<file path="src/usb_ep0_control_state_machine_core_macros.svh">
// Assertion macros for the endpoint-zero control engine.
// No dependencies; included by modules that assert.
`ifndef USB_EP0_CONTROL_STATE_MACHINE_CORE_MACROS_SVH
`define USB_EP0_CONTROL_STATE_MACHINE_CORE_MACROS_SVH
`define EP0_ASSERT(label, prop, msg) \
  label: assert property (@(posedge clk) disable iff (rst) prop) else $error(msg);
`define EP0_ASSERT_NR(label, prop, msg) \
  label: assert property (@(posedge clk) prop) else $error(msg);
`endif

</file>
<file path="src/usbep0_pkg.sv">
// Types, codes and constants of the endpoint-zero control engine.
// No dependencies; used by all modules of the block.
package usbep0_pkg;
  localparam int MAX_EP0_PACKET = 64;

  typedef enum logic [2:0] {
    EV_BUS_RESET = 3'd0, EV_ENUM_DONE = 3'd1, EV_SUSPEND = 3'd2, EV_RESUME = 3'd3,
    EV_SETUP = 3'd4, EV_IN_DONE = 3'd5, EV_OUT_DONE = 3'd6, EV_APP_REPLY = 3'd7
  } event_t;

  localparam logic [4:0] ACT_NONE = 5'd0;
  localparam logic [4:0] ACT_BUS_RESET = 5'd1;
  localparam logic [4:0] ACT_ENUMERATED = 5'd2;
  localparam logic [4:0] ACT_SUSPEND = 5'd3;
  localparam logic [4:0] ACT_WAKEUP = 5'd4;
  localparam logic [4:0] ACT_UNCONFIGURED = 5'd5;
  localparam logic [4:0] ACT_CONFIGURED = 5'd6;
  localparam logic [4:0] ACT_SET_ADDRESS = 5'd7;
  localparam logic [4:0] ACT_CLASS_OUT = 5'd8;
  localparam logic [4:0] ACT_GET_DESC = 5'd16;
  localparam logic [4:0] ACT_STALL = 5'd17;
  localparam logic [4:0] ACT_SEND = 5'd18;
  localparam logic [4:0] ACT_ZLP = 5'd19;
  localparam logic [4:0] ACT_ARM_OUT = 5'd20;
  localparam logic [4:0] ACT_ERROR = 5'd21;
  localparam logic [4:0] ACT_DONE = 5'd22;

  localparam logic [1:0] DS_UNINIT = 2'd0;
  localparam logic [1:0] DS_DEFAULT = 2'd1;
  localparam logic [1:0] DS_ADDRESS = 2'd2;
  localparam logic [1:0] DS_CONFIGURED = 2'd3;

  localparam logic [2:0] PH_NONE = 3'd0;
  localparam logic [2:0] PH_OUT_WAIT = 3'd1;
  localparam logic [2:0] PH_OUT_STATUS = 3'd2;
  localparam logic [2:0] PH_IN_WAIT = 3'd3;
  localparam logic [2:0] PH_IN_DATA = 3'd4;
  localparam logic [2:0] PH_IN_STATUS = 3'd5;

  localparam logic [7:0] REQ_GET_STATUS = 8'd0;
  localparam logic [7:0] REQ_CLEAR_FEATURE = 8'd1;
  localparam logic [7:0] REQ_SET_FEATURE = 8'd3;
  localparam logic [7:0] REQ_SET_ADDRESS = 8'd5;
  localparam logic [7:0] REQ_GET_DESC = 8'd6;
  localparam logic [7:0] REQ_GET_CONFIG = 8'd8;
  localparam logic [7:0] REQ_SET_CONFIG = 8'd9;

  localparam logic [1:0] APP_ACK = 2'd0;
  localparam logic [1:0] APP_STALL = 2'd1;
  localparam logic [1:0] APP_SEND = 2'd2;

  localparam logic [1:0] SRC_APP = 2'd0;
  localparam logic [1:0] SRC_CONFIG = 2'd1;
  localparam logic [1:0] SRC_STATUS = 2'd2;

  localparam logic [0:0] CFG_SELF_PWR = 1'd0;
  localparam logic [0:0] CFG_MAX_CONFIG = 1'd1;

  typedef struct packed {
    logic [2:0] evt_code;
    logic [6:0] ep0_max_packet;
    logic [7:0] bm_request_type;
    logic [7:0] b_request;
    logic [15:0] w_value;
    logic [15:0] w_index;
    logic [15:0] w_length;
    logic [3:0] ep_num;
    logic [1:0] app_action;
    logic [15:0] app_length;
  } req_t;

  typedef struct packed {
    logic [4:0] action;
    logic [6:0] packet_len;
    logic [15:0] data_offset;
    logic [1:0] data_source;
    logic [15:0] status_word;
    logic [7:0] target_num;
    logic [6:0] device_address;
    logic [7:0] transfer_tag;
    logic last;
  } res_t;

  typedef struct packed {
    logic [1:0] device_state;
    logic suspended;
    logic [7:0] active_config;
    logic wakeup_enabled;
    logic [6:0] packet_size;
    logic [2:0] ctrl_phase;
    logic [15:0] in_remaining;
    logic [15:0] in_position;
    logic in_from_app;
    logic [7:0] generation;
  } ctx_t;

  typedef struct packed {
    logic [2:0] count;
    res_t [3:0] items;
  } batch_t;
endpackage

</file>
<file path="src/usbep0_engine.sv">
// Single-pass event decode: current context and one request in, next context
// and up to four results out. Depends on usbep0_pkg.
module usbep0_engine #(
  parameter int MaxPacket = usbep0_pkg::MAX_EP0_PACKET
) (
  input  usbep0_pkg::req_t   req,
  input  usbep0_pkg::ctx_t   ctx,
  input  logic               self_pwr,
  input  logic [7:0]         max_config_value,
  output usbep0_pkg::ctx_t   ctx_next,
  output usbep0_pkg::batch_t batch
);
  import usbep0_pkg::*;

  localparam logic [6:0] MaxPkt = 7'(MaxPacket);

  ctx_t c;
  res_t [3:0] items;
  logic [2:0] n;
  logic [6:0] p;
  logic [4:0] base;
  logic [1:0] kind;
  logic [4:0] recip;
  logic is_in, addressed;
  logic [7:0] cfg;
  logic [15:0] len;
  logic [15:0] seglen;

  function automatic res_t mk(input logic [4:0] a);
    res_t r;
    r = '0;
    r.action = a;
    return r;
  endfunction

  always_comb begin
    c = ctx;
    items = '0;
    n = '0;
    p = req.ep0_max_packet;
    is_in = req.bm_request_type[7];
    base = is_in ? 5'd12 : ACT_CLASS_OUT;
    kind = req.bm_request_type[6:5];
    recip = req.bm_request_type[4:0];
    addressed = 1'b0;
    cfg = req.w_value[7:0];
    len = '0;
    seglen = '0;
    case (req.evt_code)
      EV_BUS_RESET: begin
        items[n[1:0]] = mk(ACT_BUS_RESET); n = n + 3'd1;
      end
      EV_ENUM_DONE: begin
        if (p < 7'd8) p = 7'd8;
        if (p > MaxPkt) p = MaxPkt;
        if (c.ctrl_phase == PH_OUT_WAIT || c.ctrl_phase == PH_IN_WAIT ||
            (c.ctrl_phase == PH_IN_DATA && c.in_from_app)) begin
          items[n[1:0]] = mk(ACT_ERROR); n = n + 3'd1;
        end
        c = '0;
        c.device_state = DS_DEFAULT;
        c.packet_size = p;
        c.generation = ctx.generation + 8'd1;
        items[n[1:0]] = mk(ACT_ENUMERATED); n = n + 3'd1;
      end
      EV_SUSPEND: begin
        c.suspended = 1'b1;
        if (c.device_state != DS_UNINIT) begin
          items[n[1:0]] = mk(ACT_SUSPEND); n = n + 3'd1;
        end
      end
      EV_RESUME: begin
        if (c.suspended) begin
          c.suspended = 1'b0;
          if (c.device_state != DS_UNINIT) begin
            items[n[1:0]] = mk(ACT_WAKEUP); n = n + 3'd1;
          end
        end
      end
      EV_SETUP: begin
        if (c.device_state != DS_UNINIT) begin
          if (c.ctrl_phase != PH_NONE) begin
            if (c.ctrl_phase == PH_OUT_WAIT || c.ctrl_phase == PH_IN_WAIT ||
                (c.ctrl_phase == PH_IN_DATA && c.in_from_app)) begin
              items[n[1:0]] = mk(ACT_ERROR); n = n + 3'd1;
            end
            c.generation = c.generation + 8'd1;
            c.in_remaining = '0;
            c.in_position = '0;
            c.in_from_app = 1'b0;
          end
          if (is_in) begin
            c.ctrl_phase = PH_IN_WAIT;
            c.in_remaining = req.w_length;
            c.in_position = '0;
            c.in_from_app = 1'b0;
          end else begin
            c.ctrl_phase = PH_OUT_WAIT;
          end
          addressed = c.device_state == DS_ADDRESS || c.device_state == DS_CONFIGURED;
          if (req.bm_request_type == 8'h00) begin
            case (req.b_request)
              REQ_SET_ADDRESS: begin
                c.device_state = DS_ADDRESS;
                items[n[1:0]] = mk(ACT_SET_ADDRESS);
                items[n[1:0]].device_address = req.w_value[6:0];
                n = n + 3'd1;
                c.ctrl_phase = PH_OUT_STATUS;
                items[n[1:0]] = mk(ACT_ZLP); n = n + 3'd1;
              end
              REQ_SET_CONFIG: begin
                if (!addressed) begin
                  c.ctrl_phase = PH_NONE; c.in_remaining = '0; c.in_position = '0;
                  items[n[1:0]] = mk(ACT_STALL); n = n + 3'd1;
                end else if (cfg == c.active_config) begin
                  c.ctrl_phase = PH_OUT_STATUS;
                  items[n[1:0]] = mk(ACT_ZLP); n = n + 3'd1;
                end else if (cfg == 8'd0) begin
                  c.active_config = '0;
                  c.device_state = DS_ADDRESS;
                  items[n[1:0]] = mk(ACT_UNCONFIGURED); n = n + 3'd1;
                  c.ctrl_phase = PH_OUT_STATUS;
                  items[n[1:0]] = mk(ACT_ZLP); n = n + 3'd1;
                end else if (cfg <= max_config_value) begin
                  c.active_config = cfg;
                  c.device_state = DS_CONFIGURED;
                  items[n[1:0]] = mk(ACT_CONFIGURED);
                  items[n[1:0]].status_word = {8'd0, cfg};
                  n = n + 3'd1;
                  c.ctrl_phase = PH_OUT_STATUS;
                  items[n[1:0]] = mk(ACT_ZLP); n = n + 3'd1;
                end else begin
                  c.active_config = '0;
                  c.device_state = DS_ADDRESS;
                  c.ctrl_phase = PH_NONE; c.in_remaining = '0; c.in_position = '0;
                  items[n[1:0]] = mk(ACT_STALL); n = n + 3'd1;
                end
              end
              REQ_SET_FEATURE, REQ_CLEAR_FEATURE: begin
                if (!addressed || req.w_value != 16'd1) begin
                  c.ctrl_phase = PH_NONE; c.in_remaining = '0; c.in_position = '0;
                  items[n[1:0]] = mk(ACT_STALL); n = n + 3'd1;
                end else begin
                  c.wakeup_enabled = (req.b_request == REQ_SET_FEATURE);
                  c.ctrl_phase = PH_OUT_STATUS;
                  items[n[1:0]] = mk(ACT_ZLP); n = n + 3'd1;
                end
              end
              default: begin
                c.ctrl_phase = PH_NONE; c.in_remaining = '0; c.in_position = '0;
                items[n[1:0]] = mk(ACT_STALL); n = n + 3'd1;
              end
            endcase
          end else if (req.bm_request_type == 8'h80) begin
            case (req.b_request)
              REQ_GET_DESC: begin
                items[n[1:0]] = mk(ACT_GET_DESC);
                items[n[1:0]].target_num = req.w_index[7:0];
                n = n + 3'd1;
              end
              REQ_GET_CONFIG, REQ_GET_STATUS: begin
                len = (req.b_request == REQ_GET_CONFIG) ? 16'd1 : 16'd2;
                if (len < c.in_remaining) c.in_remaining = len;
                c.in_position = '0;
                c.in_from_app = 1'b0;
                c.ctrl_phase = PH_IN_DATA;
                if (c.in_remaining != '0) begin
                  items[n[1:0]] = mk(ACT_SEND);
                  items[n[1:0]].packet_len = c.in_remaining[6:0];
                  if (req.b_request == REQ_GET_CONFIG) begin
                    items[n[1:0]].data_source = SRC_CONFIG;
                    items[n[1:0]].status_word = {8'd0, c.active_config};
                  end else begin
                    items[n[1:0]].data_source = SRC_STATUS;
                    items[n[1:0]].status_word = {14'd0, c.wakeup_enabled, self_pwr};
                  end
                  n = n + 3'd1;
                  c.in_position = c.in_remaining;
                  c.in_remaining = '0;
                end else begin
                  c.ctrl_phase = PH_IN_STATUS;
                  items[n[1:0]] = mk(ACT_ARM_OUT); n = n + 3'd1;
                end
              end
              default: begin
                c.ctrl_phase = PH_NONE; c.in_remaining = '0; c.in_position = '0;
                items[n[1:0]] = mk(ACT_STALL); n = n + 3'd1;
              end
            endcase
          end else if (recip == 5'd0 && (kind == 2'd1 || kind == 2'd2)) begin
            items[n[1:0]] = mk(base + {3'd0, kind} - 5'd1); n = n + 3'd1;
          end else if (recip == 5'd1) begin
            items[n[1:0]] = mk(base + 5'd2);
            items[n[1:0]].target_num = req.w_index[7:0];
            n = n + 3'd1;
          end else if (recip == 5'd2) begin
            items[n[1:0]] = mk(base + 5'd3);
            items[n[1:0]].target_num = {4'd0, req.w_index[3:0]};
            n = n + 3'd1;
          end else begin
            c.ctrl_phase = PH_NONE; c.in_remaining = '0; c.in_position = '0;
            items[n[1:0]] = mk(ACT_STALL); n = n + 3'd1;
          end
        end
      end
      EV_IN_DONE, EV_APP_REPLY: begin
        if (req.evt_code == EV_APP_REPLY) begin
          if (req.app_action == APP_ACK && c.ctrl_phase == PH_OUT_WAIT) begin
            c.ctrl_phase = PH_OUT_STATUS;
            items[n[1:0]] = mk(ACT_ZLP); n = n + 3'd1;
          end else if (req.app_action == APP_STALL &&
                       (c.ctrl_phase == PH_OUT_WAIT || c.ctrl_phase == PH_IN_WAIT)) begin
            c.ctrl_phase = PH_NONE; c.in_remaining = '0; c.in_position = '0;
            items[n[1:0]] = mk(ACT_STALL); n = n + 3'd1;
          end else if (req.app_action == APP_SEND && c.ctrl_phase == PH_IN_WAIT) begin
            if (req.app_length < c.in_remaining) c.in_remaining = req.app_length;
            c.in_position = '0;
            c.in_from_app = 1'b1;
            c.ctrl_phase = PH_IN_DATA;
          end
        end else if (req.ep_num == 4'd0 && c.ctrl_phase == PH_OUT_STATUS) begin
          c.ctrl_phase = PH_NONE;
          items[n[1:0]] = mk(ACT_DONE); n = n + 3'd1;
        end else if (req.ep_num == 4'd0 && c.ctrl_phase == PH_IN_DATA) begin
          c.ctrl_phase = PH_IN_DATA;
        end else begin
          c.ctrl_phase = c.ctrl_phase;
        end
        if (c.ctrl_phase == PH_IN_DATA && ctx.ctrl_phase != PH_NONE &&
            ((req.evt_code == EV_APP_REPLY && req.app_action == APP_SEND &&
              ctx.ctrl_phase == PH_IN_WAIT) ||
             (req.evt_code == EV_IN_DONE && req.ep_num == 4'd0 &&
              ctx.ctrl_phase == PH_IN_DATA))) begin
          if (c.in_remaining != '0) begin
            seglen = (c.in_remaining < {9'd0, c.packet_size}) ? c.in_remaining
                                                              : {9'd0, c.packet_size};
            items[n[1:0]] = mk(ACT_SEND);
            items[n[1:0]].packet_len = seglen[6:0];
            items[n[1:0]].data_offset = c.in_position;
            items[n[1:0]].data_source = SRC_APP;
            n = n + 3'd1;
            c.in_position = c.in_position + seglen;
            c.in_remaining = c.in_remaining - seglen;
          end else begin
            c.ctrl_phase = PH_IN_STATUS;
            items[n[1:0]] = mk(ACT_ARM_OUT); n = n + 3'd1;
          end
        end
      end
      EV_OUT_DONE: begin
        if (req.ep_num == 4'd0 && c.ctrl_phase == PH_IN_STATUS) begin
          c.ctrl_phase = PH_NONE;
          items[n[1:0]] = mk(ACT_DONE); n = n + 3'd1;
        end
      end
      default: ;
    endcase
    if (n == 3'd0) begin
      items[0] = mk(ACT_NONE);
      n = 3'd1;
    end
    for (int k = 0; k < 4; k++) begin
      items[k[1:0]].transfer_tag = c.generation;
      items[k[1:0]].last = (3'(k) == n - 3'd1);
    end
    ctx_next = c;
    batch.count = n;
    batch.items = items;
  end
endmodule

</file>
<file path="src/usb_ep0_control_state_machine_core.sv">
// Top level of the endpoint-zero control engine: config registers, context,
// result buffer. Depends on usbep0_pkg, usbep0_engine and the macros header.
//
//  channel | direction | handshake           | payload
//  req     | in        | req_valid/req_ready | usbep0_pkg::req_t
//  res     | out       | res_valid/res_ready | usbep0_pkg::res_t
//  cfg     | in        | cfg_we              | cfg_index, cfg_data
//
// A request is decoded combinationally into a batch of 1..4 results held in a
// result buffer; results leave one per cycle while res_ready is high. The next
// request is taken in the cycle the last result of a batch leaves, or when the
// buffer is empty. Reset is synchronous; output stalls hold the buffer.
`include "usb_ep0_control_state_machine_core_macros.svh"
module usb_ep0_control_state_machine_core #(
  parameter int MaxEp0Packet = usbep0_pkg::MAX_EP0_PACKET
) (
  input  logic              clk,
  input  logic              rst,
  input  logic              req_valid,
  output logic              req_ready,
  input  usbep0_pkg::req_t  req,
  output logic              res_valid,
  input  logic              res_ready,
  output usbep0_pkg::res_t  res,
  input  logic              cfg_we,
  input  logic [0:0]        cfg_index,
  input  logic [7:0]        cfg_data
);
  import usbep0_pkg::*;

  logic       self_pwr;
  logic [7:0] max_config_value;
  ctx_t       ctx, ctx_next;
  batch_t     batch;
  res_t [3:0] buf_items;
  logic [2:0] count;
  logic [1:0] head;
  logic       take, pop;

  usbep0_engine #(.MaxPacket(MaxEp0Packet)) u_engine (
    .req(req), .ctx(ctx), .self_pwr(self_pwr),
    .max_config_value(max_config_value), .ctx_next(ctx_next), .batch(batch)
  );

  assign res_valid = count != 3'd0;
  assign res = buf_items[head];
  assign pop = res_valid && res_ready;
  assign req_ready = (count == 3'd0) || (count == 3'd1 && res_ready);
  assign take = req_valid && req_ready;

  always_ff @(posedge clk) begin
    if (rst) begin
      self_pwr <= 1'b0;
      max_config_value <= 8'd1;
      ctx <= '{packet_size: 7'(MaxEp0Packet), default: '0};
      count <= '0;
      head <= '0;
    end else begin
      if (cfg_we) begin
        case (cfg_index)
          CFG_SELF_PWR: self_pwr <= cfg_data[0];
          CFG_MAX_CONFIG: max_config_value <= cfg_data;
          default: ;
        endcase
      end
      if (take) begin
        ctx <= ctx_next;
        count <= batch.count;
        head <= '0;
      end else if (pop) begin
        count <= count - 3'd1;
        head <= head + 2'd1;
      end
    end
  end

  always_ff @(posedge clk) begin
    if (take) buf_items <= batch.items;
  end

  `EP0_ASSERT(a_count_range, count <= 3'd4, "result count out of range")
  `EP0_ASSERT(a_last_on_end, (res_valid && count == 3'd1) |-> res.last, "last flag missing")
  `EP0_ASSERT(a_not_last_early, (res_valid && count > 3'd1) |-> !res.last, "last flag early")
  `EP0_ASSERT_NR(a_reset_empty, rst |=> !res_valid, "results after reset")
endmodule

</file>
<file path="config.mk">
export PLATFORM = sky130hd
export DESIGN_NAME = usb_ep0_control_state_machine_core
export DESIGN_NICKNAME = d
export VERILOG_FILES = /design/src/usbep0_pkg.sv /design/src/usbep0_engine.sv /design/src/usb_ep0_control_state_machine_core.sv
export VERILOG_INCLUDE_DIRS = /design/src /design/src/src
export SDC_FILE = /design/constraint.sdc
export NUM_CORES = 1
export LEC_CHECK = 0
export ABC_CLOCK_PERIOD_IN_PS = 16600
export BUFFER_PORTS_ARGS = -buffer_cell sky130_fd_sc_hd__buf_2
export CORE_ASPECT_RATIO = 1.4
export CORE_MARGIN = 1
export CORE_UTILIZATION = 54
export DETAILED_ROUTE_END_ITERATION = 8
export PLACE_DENSITY = 0.75
export SKIP_LAST_GASP = 1
export SLEW_MARGIN = 20
export SYNTH_ARGS = -nofsm -noshare
export SYNTH_HDL_FRONTEND = slang
export SYNTH_SLANG_ARGS = --single-unit
</file>
<file path="constraint.sdc">
create_clock -name clk -period 16.6 [get_ports clk]
set_input_delay 0.83 -clock clk [delete_from_list [all_inputs] [get_ports clk]]
set_output_delay 0.83 -clock clk [all_outputs]
set_load 0.1 [all_outputs]
</file>
==> results of run 1 <==
## registers in the layout (all words and copies together) (netlist names)
signal / count
count: 3
max_config_value: 8
buf_items: 119
ctx: 63
self_pwr: 1
head: 2
## worst max-delay path by stage
| stage | startpoint | end | slack [ns] | cells past startpoint |
|---|---|---|---|---|
| after CTS | ctx[38]$_SDFFE_PP0P_ | ctx[40]$_SDFFE_PP0P_ | 8.82 | 25 |
| after floorplan | req[15] | ctx[40]$_SDFFE_PP0P_ | 9.76 | 27 |
| after global routing | ctx[38]$_SDFFE_PP0P_ | ctx[40]$_SDFFE_PP0P_ | 8.35 | 25 |
| final | ctx[38]$_SDFFE_PP0P_ | ctx[40]$_SDFFE_PP0P_ | 8.74 | 25 |
| after detailed placement | req[15] | ctx[40]$_SDFFE_PP0P_ | 8.38 | 25 |
| after global placement | req[15] | ctx[40]$_SDFFE_PP0P_ | 8.45 | 25 |
## power groups by stage
stage / Clock [mW] / Combinational (mW) / Sequential (mW)
after CTS: 0.390 / 0.663 / 0.615
after global placement: 0 / 0.655 / 0.622
after global routing: 0.408 / 0.702 / 0.621
after floorplan: 0 / 0.551 / 0.624
final: 0.388 / 0.663 / 0.614
after detailed placement: 0 / 0.662 / 0.625
## through the flow
step | utilization, % | hold slack, ns
global placement | 59.37 | 0.4461
global route | 61.80 | 0.4701
detailed placement | 59.40 | 0.4489
finish | 61.80 | 0.4595
floorplan | - | 0.4363
CTS | 61.73 | 0.4581
## Yosys cell counts, types with 30 or more instances
master      n  area, um2
and2_1     47      294.0
nand2_1    96      360.4
edfxtp_1  119       3573
a21oi_1   101      505.5
clkbuf_1   53      198.9
inv_1      57      214.0
nand3_1    49      245.2
o21ai_0    41      205.2
xnor2_1    30      262.8
nor2_1    179      671.9
dfxtp_1    77       1541
mux2i_1    67      670.6
nor3_1     30      150.1
ha_1       62      775.7
## metal layers
layer | wire length [um] | global-route usage (%)
met4 | 1223 | 13.40
met1 | 13610 | 33.93
met3 | 2121 | 4.467
met5 | 16 | 0
met2 | 17060 | 50.75
## placed cells by master (no fill, tap or decap), types with 14 or more instances in the layout
cell type	netlist	routed
o21ai_0	41	41
inv_1	57	56
nor3_1	30	29
nor2_1	179	179
dfxtp_1	77	75
a211oi_1	25	25
xnor2_1	30	30
buf_2	8	165
clkbuf_16	0	17
nand3_1	49	49
ha_1	62	62
mux2i_1	67	67
conb_1	1	38
nor4_1	24	20
a22oi_1	26	26
xor2_1	14	14
nor2b_1	29	29
nand2_1	96	96
a22o_1	19	19
or3_1	14	14
edfxtp_1	119	119
and2_1	47	47
a21oi_1	101	101
## layout make-up
class	instances	share of cell area (%)
well taps	306	2.670
clock buffers	20	3.045
multi-input cells	1099	49.79
diodes	1	0.01745
flip-flops and latches	196	35.70
inverters	61	1.614
clock inverters	12	0.7242
repair buffers	178	6.439
## tightest hold or removal path, delay by kind of cell, from the launching register on
| kind | cells | cell delay (ns) |
|---|---|---|
| AND/OR/NAND/NOR | 1 | 0.05 |
| flip-flops | 1 | 0.31 |
| AO/OA/AOI/OAI | 1 | 0.05 |
## cells by family after synthesis
| family | synth area share, % |
|---|---|
| xor gates and xnor gates | 3.026 |
| muxes | 6.650 |
| buffers and inverters | 5.118 |
| adders and majority gates | 6.405 |
| DFF | 40.16 |
| other | 0.02944 |
| AOI/OAI and AO/OA | 17.03 |
| and+or+nand+nor | 21.58 |
==> impl_results.md, run 1 <==
- Outcome: completed
- WP buf/inv: 1
- Crit Path Max Fanout: 14
- Internal power: about 920 uW
- CP Class: reg2reg
- Total Power: roughly 1.7 mW
- Fin. Hold Viols: 0
- Final Max Slew Viols: 0
- Register-to-register setup slack: ~8.7 ns
- HP Start: max_config_value[5]$_SDFFE_PP0P_
- Fraction of layout cells with a size suffix above 1: 16.03%
- RSZ-0062 raised after global routing: no
- Fin area: roughly 14000 um2
- Fill cell count: about 2000
- Maximum clock frequency: approximately 130 MHz
- Skew-Pair Late Insertion Delay: 0.45 ns
- Number of synthesized flops with an enable pin: between 100 and 150
- Seq/Total Area, Yosys: about two fifths
- Hold Path End: max_config_value[5]$_SDFFE_PP0P_
- Seq pwr share: a little under two fifths
- Worst-margin pin slew: between 1 and 1.5 ns
- CP max stage cell: or4_1
- Seq cells post-synth: between 150 and 200
- Sequential standard cell area: around 5100 um2
- Asr flop ratio synth: 0%
- CP delay by family, top: simple AND/OR/NAND/NOR gates
- Slew headroom: around 23%
- Placed inst area: approximately 14000 um2
- Pre-CTS setup slack: 8.377 ns
- CTS tree: yes
- Cts bufs inserted: 17
- Post-Synthesis Cell Area: approximately 13000 um2
- Final number of setup-violating endpoints: 0
- Post-CTS sizing: 0
- CP max stage delay: about 0.74 ns
- FF-to-FF End: ctx[40]$_SDFFE_PP0P_
- Clock Skew: around 0.018 ns
- Setup_tns: 0 ns
- Clock power share: approximately a quarter
- Fin nets: ~1700
- Area Growth Syn to Fin: 12.58%
- Via count: approximately 11000
- DP Cell Count: approximately 1800
- Starting Density: about 55%
- Htree depth: 4
- Gr ovfl total: 0
- Startpoint types: flop
- Die Height: between 150 and 200 um
- Min cycle time layout: 7.856 ns
- Post-CTS Hold Buffers: 0
- Clock Path Buffers: 2
- Max Cap Viol: 0
- Iteration-0 DRC count of the detailed router: 877
- Kind of end point of the critical path: flop
- Cell leakage power: between 5 and 6 nW
- Root Driver: clkbuf_16
- Final Cycle Share: 47.32%
- Switching pwr: about 740 uW
- Main synth FF type: edfxtp_1
- Per-cell routed wire length: between 15 and 20 um
- Worst hold path stage count: 2
- Vias in the first global route: between 10000 and 15000
- Die span in x: around 130 um
- Rows: 66
- Clock transition at path regs: roughly 0.070 ns
- Finished Layout Cells: between 1500 and 2000
- Post-DP HPWL: 25.04 mm
- Routability Congestion: ~0.94
- Cell count after synthesis: ~1400
- Core ar.: around 23000 um2
- Peak supply drop: between 0.08 and 0.09 mV
- Min-Delay Path Class: reg2reg
- Multi-input gate area: 7139 um2
- Switching share of power: 44.50%
- CTS Sinks: 196
- Avg Cell Area, Syn: 9.053 um2
- DRC: 0
- Via/cell ratio: approximately 6.0
- Initial antenna violation count: 2
- Worst setup margin: roughly 9 ns
- Comb pwr share: a little under 40%
- Reg-to-reg startpoint: ctx[38]$_SDFFE_PP0P_
- Synth Warn #: 0
- CP Data Required Time: ~17 ns
- Drt total wl: approximately 34 mm
- Pin count of the biggest net entering global routing: slightly above 70
- Drt pass-1 iters: 6
- Routed Antenna Nets: 0
- Total GRT Usage: 28.64%
- I/O pin count: ~180
- Synth cell types: just under 90
- First-pass GRT wire length: 54.94 mm
- Worst EP arrival: 8.15 ns
- Port buffer count: 165
- Post-CTS setup buffer count: 0
- PwrDens: around 120 nW/um2
- FF-to-FF path depth: 25
- DIE AREA: approximately 24000 um2
No activity file was read; power rests on OpenSTA's default activity.
==> run 2, diff against run 1 <==
ABC_CLOCK_PERIOD_IN_PS = 7400   (was 16600)
clock period = 7.4 ns   (was 16.6 ns; I/O delays follow)
==> impl_results.md, run 2 (same netlist as run 1, synthesis figures left out) <==
- Routed Antenna Nets: 0 (unchanged)
- DIE AREA: 24210 um2 (unchanged)
- Worst-margin pin slew: 1.140 ns (-0.009403 ns)
- Clock transition at path regs: 0.07 ns (about the same)
- CP max stage cell: or4_1
- DRC: 0 (unchanged)
- Worst EP arrival: 7.30 ns (-0.85 ns)
- Max FFs per register: 119 (unchanged)
- Most frequent cells in the layout: 179 x nor2_1, 165 x buf_2, 119 x edfxtp_1
- Slew headroom: 23.29% (+0.21 points)
- CP Class: reg2reg
- Gr ovfl total: 0 (unchanged)
- Via/cell ratio: 6.023 (+0.30%)
- Via count: 11340 (+0.78%)
- CTS tree: yes
- Largest regs: buf_items x119, ctx x63, max_config_value x8
- Iteration-0 DRC count of the detailed router: 967 (+10%)
- Switching share of power: 44.03% (-0.47 points)
- Kind of end point of the critical path: flop
- Placed inst area: 13860 um2 (+0.54%)
- Post-DP HPWL: 25.44 mm (+1.6%)
- Startpoint types: flop
- Htree depth: 4 (unchanged)
- Worst hold path stage count: 3 (+1)
- CTS Sinks: 196 (unchanged)
- Routability Congestion: 0.9603 (+2.5%)
- Largest reg by FF count: buf_items
- Skew-Pair Late Insertion Delay: 0.44 ns (about the same)
- CP Data Required Time: 7.68 ns (-9.21 ns)
- Area Growth Syn to Fin: 13.26%
- Drt total wl: 34.37 mm (+1.0%)
- Fin area: 14430 um2 (+0.60%)
- Internal power: 2.119 mW (+130%)
- Clock Skew: 0.01488 ns (-0.003288 ns)
- Maximum clock frequency: 142.6 MHz (+12%)
- Most common cell after layout, fill and taps aside: nor2_1
- I/O pin count: 182 (unchanged)
- Clock Path Buffers: 2 (unchanged)
- Starting Density: 54.89% (unchanged)
- Per-cell routed wire length: 18.26 um (+0.52%)
- Drt pass-1 iters: 6 (unchanged)
- RSZ-0062 raised after global routing: no
- Setup_tns: 0 ns (unchanged)
- Core ar.: 23200 um2 (unchanged)
- Post-CTS setup buffer count: 0 (unchanged)
- PwrDens: 262.4 nW/um2 (+130%)
- Outcome: completed
- Die span in x: 131.8 um (unchanged)
- Fin. Hold Viols: 0 (unchanged)
- Comb pwr share: 40.0% (+0.2 points)
- Fraction of layout cells with a size suffix above 1: 16.44% (+0.42 points)
- Min-Delay Path Class: in2reg
- Pin count of the biggest net entering global routing: 68 (-4.2%)
- Root Driver: clkbuf_16
- Peak supply drop: 0.1995 mV (+130%)
- Post-CTS sizing: 0 (unchanged)
- Initial antenna violation count: 3 (+1)
- First-pass GRT wire length: 54.94 mm (about the same)
- Cts bufs inserted: 17 (unchanged)
- Port buffer count: 165 (unchanged)
- Max Cap Viol: 0 (unchanged)
- Cell leakage power: 5.538 nW (+1.1%)
- Final Hold Slack: 0.1795 ns (-0.2800 ns)
- Post-CTS Hold Buffers: 0 (unchanged)
- Final Cycle Share: 94.77% (+47 points)
- Min cycle time layout: 7.013 ns (-0.8426 ns)
- Rows: 66 (unchanged)
- Crit Path Max Fanout: 22 (+8)
- Final number of setup-violating endpoints: 0 (unchanged)
- Total GRT Usage: 28.86% (+0.22 points)
- Fin nets: 1737 (+0.58%)
- Switching pwr: 1.667 mW (+120%)
- Clock power share: 23.6% (+0.3 points)
- Die Height: 183.7 um (unchanged)
- FF-to-FF path depth: 29 (+16%)
- Seq pwr share: 36.4% (-0.5 points)
- CP max stage delay: 0.51 ns (-0.23 ns)
- Final Max Slew Viols: 0 (unchanged)
- Vias in the first global route: 10860 (+0.86%)
## run 2: area by class of cell
cell class                      instances  area, um2
Clock inverter                         13      128.9
Multi-Input combinational cell       1099       7133
Clock buffer                           18      429.2
Timing Repair Buffer                  188      998.5
Fill cell                            1997       8778
Inverter                               61      231.5
Antenna cell                            1      2.502
Tap cell                              306      382.9
Sequential cell                       196       5120
## run 2: power by group through the flow
| stage | clock network [mW] | registers (mW) | logic, mW |
|---|---|---|---|
| global route | 0.944 | 1.39 | 1.59 |
| CTS | 0.909 | 1.38 | 1.51 |
| detailed placement | 0 | 1.40 | 1.50 |
| global placement | 0 | 1.39 | 1.49 |
| floorplan | 0 | 1.40 | 1.24 |
| finish | 0.895 | 1.38 | 1.51 |
## run 2: worst max-delay path, delay by kind of cell, from the launching register on
kind            cells  cell delay [ns]
fa+ha+maj           3             0.68
buf+inv             6             1.03
mux                 1             0.15
simple gates       10             2.99
compound gates      9             1.58
flops               1             0.43
## run 2: path summary, 6_finish.rpt
kind | start | end | slack, ns
max reg2reg | ctx[38]$_SDFFE_PP0P_ | ctx[40]$_SDFFE_PP0P_ | 0.39
min | cfg_data[4] | max_config_value[4]$_SDFFE_PP0P_ | 0.18
min reg2reg | max_config_value[6]$_SDFFE_PP0P_ | max_config_value[6]$_SDFFE_PP0P_ | 0.46
max | ctx[38]$_SDFFE_PP0P_ | ctx[40]$_SDFFE_PP0P_ | 0.39
## run 2: per-layer routing
metal	global-route usage [%]	up-vias	routed length, um
met5	0	-	31
met4	15.95	4	1441
met3	5.294	105	2213
met2	50.88	486	17070
met1	32.96	5315	13620
li1	-	5425	-
## run 2: through the flow
| step | setup slack [ns] | instances | total power [mW] | utilization, % |
|---|---|---|---|---|
| 3_5_place_dp | 0.3424 | 1850 | 2.908 | 59.72 |
| 4_1_cts | 0.3087 | 1881 | 3.797 | 62.13 |
| 6_report | 0.3868 | 1882 | 3.786 | 62.17 |
| 3_3_place_gp | 0.5234 | 1850 | 2.883 | 59.69 |
| 5_1_grt | 0.008694 | 1882 | 3.928 | 62.17 |
| 2_1_floorplan | 0.9625 | 1444 | 2.634 | - |
==> run 3, diff against run 2 <==
CORE_MARGIN = 2   (was 1)
==> impl_results.md, run 3 (same netlist as run 1, synthesis figures left out) <==
- Outcome: completed
- Htree depth: 4 (unchanged)
- Largest reg by FF count: buf_items
- Total Power: 3.885 mW (+2.6%)
- Max Cap Viol: 0 (unchanged)
- Clock Path Buffers: 2 (unchanged)
- Reg-to-reg startpoint: ctx[38]$_SDFFE_PP0P_
- Cell leakage power: 5.581 nW (+0.78%)
- WP buf/inv: 4 (-2)
- DRC: 0 (unchanged)
- Final Max Slew Viols: 0 (unchanged)
- Post-CTS setup buffer count: 0 (unchanged)
- CP max stage cell: or4_1
- Global-route met1 utilization: 33.08% (+0.12 points)
- First-pass GRT wire length: 54.89 mm (about the same)
- GRT met3 Usage: 5.065% (-0.23 points)
- PwrDens: 267.5 nW/um2 (+2.0%)
- CP Data Required Time: 7.70 ns (+0.02 ns)
- Fin nets: 1738 (+0.058%)
- Worst EP arrival: 7.28 ns (-0.02 ns)
- Routed Antenna Nets: 0 (unchanged)
- Maximum clock frequency: 143.3 MHz (+0.53%)
- Worst-margin pin slew: 1.056 ns (-0.08374 ns)
- Max FFs per register: 119 (unchanged)
- Initial antenna violation count: 1 (-2)
- Drt total wl: 34.34 mm (about the same)
- Finished Layout Cells: 1883 (+0.053%)
- Post-CTS Hold Buffers: 0 (unchanged)
- CP delay by family, top: simple AND/OR/NAND/NOR gates
- GR peak layer: met2
- RSZ-0062 raised after global routing: no
- Most frequent cells in the layout: 179 x nor2_1, 165 x buf_2, 119 x edfxtp_1
- Total GRT Usage: 27.92% (-0.94 points)
- Starting Density: 54.89% (unchanged)
- Antenna diodes: 0 (-1)
- Clock transition at path regs: 0.08 ns (about the same)
- Fraction of layout cells with a size suffix above 1: 16.80% (+0.36 points)
- Iteration-0 DRC count of the detailed router: 1003 (+3.7%)
- CP max stage delay: 0.52 ns (about the same)
- Largest regs: buf_items x119, ctx x63, max_config_value x8
- Peak supply drop: 0.2215 mV (+11%)
- CTS tree: yes
- HP Start: req[86]
- Final Cycle Share: 94.28% (-0.49 points)
- I/O pin count: 182 (unchanged)
- Via/cell ratio: 5.984 (-0.65%)
- Post-CTS sizing: 0 (unchanged)
- Drt pass-1 iters: 6 (unchanged)
- Min-Delay Path Class: in2reg
- CP Class: reg2reg
- Pin count of the biggest net entering global routing: 88 (+29%)
- Startpoint types: flop
- CP startpoint: ctx[38]$_SDFFE_PP0P_
- Clock Skew: 0.01384 ns (-0.001048 ns)
- GR Util met2: 49.27% (-1.6 points)
- Min cycle time layout: 6.977 ns (-0.03663 ns)
- CTS Sinks: 196 (unchanged)
- Skew-Pair Late Insertion Delay: 0.45 ns (about the same)
- Post-DP HPWL: 25.45 mm (about the same)
- Via count: 11270 (-0.60%)
- Setup_tns: 0 ns (unchanged)
- FF-to-FF path depth: 27 (-6.9%)
- DIE AREA: 24850 um2 (+2.6%)
- Slew headroom: 29.15% (+5.9 points)
- Vias in the first global route: 10780 (-0.78%)
- FF-to-FF End: ctx[40]$_SDFFE_PP0P_
- Rows: 66 (unchanged)
- Die Height: 185.7 um (+1.1%)
- Kind of end point of the critical path: flop
- Root Driver: clkbuf_16
- Final Hold Slack: 0.1683 ns (-0.01121 ns)
- Die span in x: 133.8 um (+1.5%)
- Crit Path Max Fanout: 10 (-55%)
- Port buffer count: 165 (unchanged)
- Fin. Hold Viols: 0 (unchanged)
- Most common cell after layout, fill and taps aside: nor2_1
- Area Growth Syn to Fin: 14.00%
- Gr ovfl total: 0 (unchanged)
- Hold Path End: ctx[44]$_SDFFE_PP0P_
- Cts bufs inserted: 17 (unchanged)
- Routability Congestion: 0.9699 (+1.0%)
- DP Cell Count: 1851 (+0.054%)
- Final number of setup-violating endpoints: 0 (unchanged)
- Per-cell routed wire length: 18.24 um (-0.14%)
- Register-to-register setup slack: 0.42 ns (+0.04 ns)
- Worst hold path stage count: 3 (unchanged)
- Core ar.: 23200 um2 (unchanged)
run 3: cell types whose count changed in the layout (fill, tap and decap cells not counted), sizes merged:
cell    before  now
bufinv       1    3
buf        188  189
clkbuf      18   17
clkinv       6    5
diode        1    0
inv         64   65
run 3: cell type report:
class	instances	area, um2
inverters	61	231.5
multi-input cells	1099	7141
repair buffers	189	1006
well taps	306	382.9
flip-flops and latches	196	5117
clock buffers	17	425.4
fillers	2005	8685
clock inverters	15	216.5
run 3: worst max path at each step:
stage                                       to  slack [ns]  depth (start not counted)
after detailed placement  ctx[40]$_SDFFE_PP0P_        0.30                         27
after global routing      ctx[40]$_SDFFE_PP0P_        0.08                         29
after global placement    ctx[40]$_SDFFE_PP0P_        0.51                         25
after floorplan           ctx[40]$_SDFFE_PP0P_        0.96                         28
after CTS                 ctx[40]$_SDFFE_PP0P_        0.29                         27
final                     ctx[40]$_SDFFE_PP0P_        0.42                         27
run 3: routing by layer:
layer  routed length, um  vias up  share of wire [%]
met5                  16        -              0.047
met4                1247        2                3.6
met3                2313       93                6.7
met2               17250      449                 50
met1               13510     5298                 39
li1                    -     5425                  -
run 3: where the power goes:
part / leakage (nW) / internal (mW) / switching [mW]
registers: 1.79 / 1.32 / 0.0552
clock network: 0.303 / 0.549 / 0.451
logic: 3.49 / 0.327 / 1.18
total: 5.58 / 2.20 / 1.69
run 3: through the flow:
stage / cell area, um2 / utilization [%] / setup WS (ns)
global placement: 13850 / 59.70 / 0.5126
detailed placement: 13850 / 59.70 / 0.3032
finish: 14520 / 62.57 / 0.4234
CTS: 14500 / 62.47 / 0.2898
floorplan: 12880 / - / 0.9625
global route: 14520 / 62.57 / 0.08154
run 3: worst min-delay path, cell delays in order:
cell and delay [ns]:
buf_2 0.10, nand3_1 0.06, a21oi_1 0.06
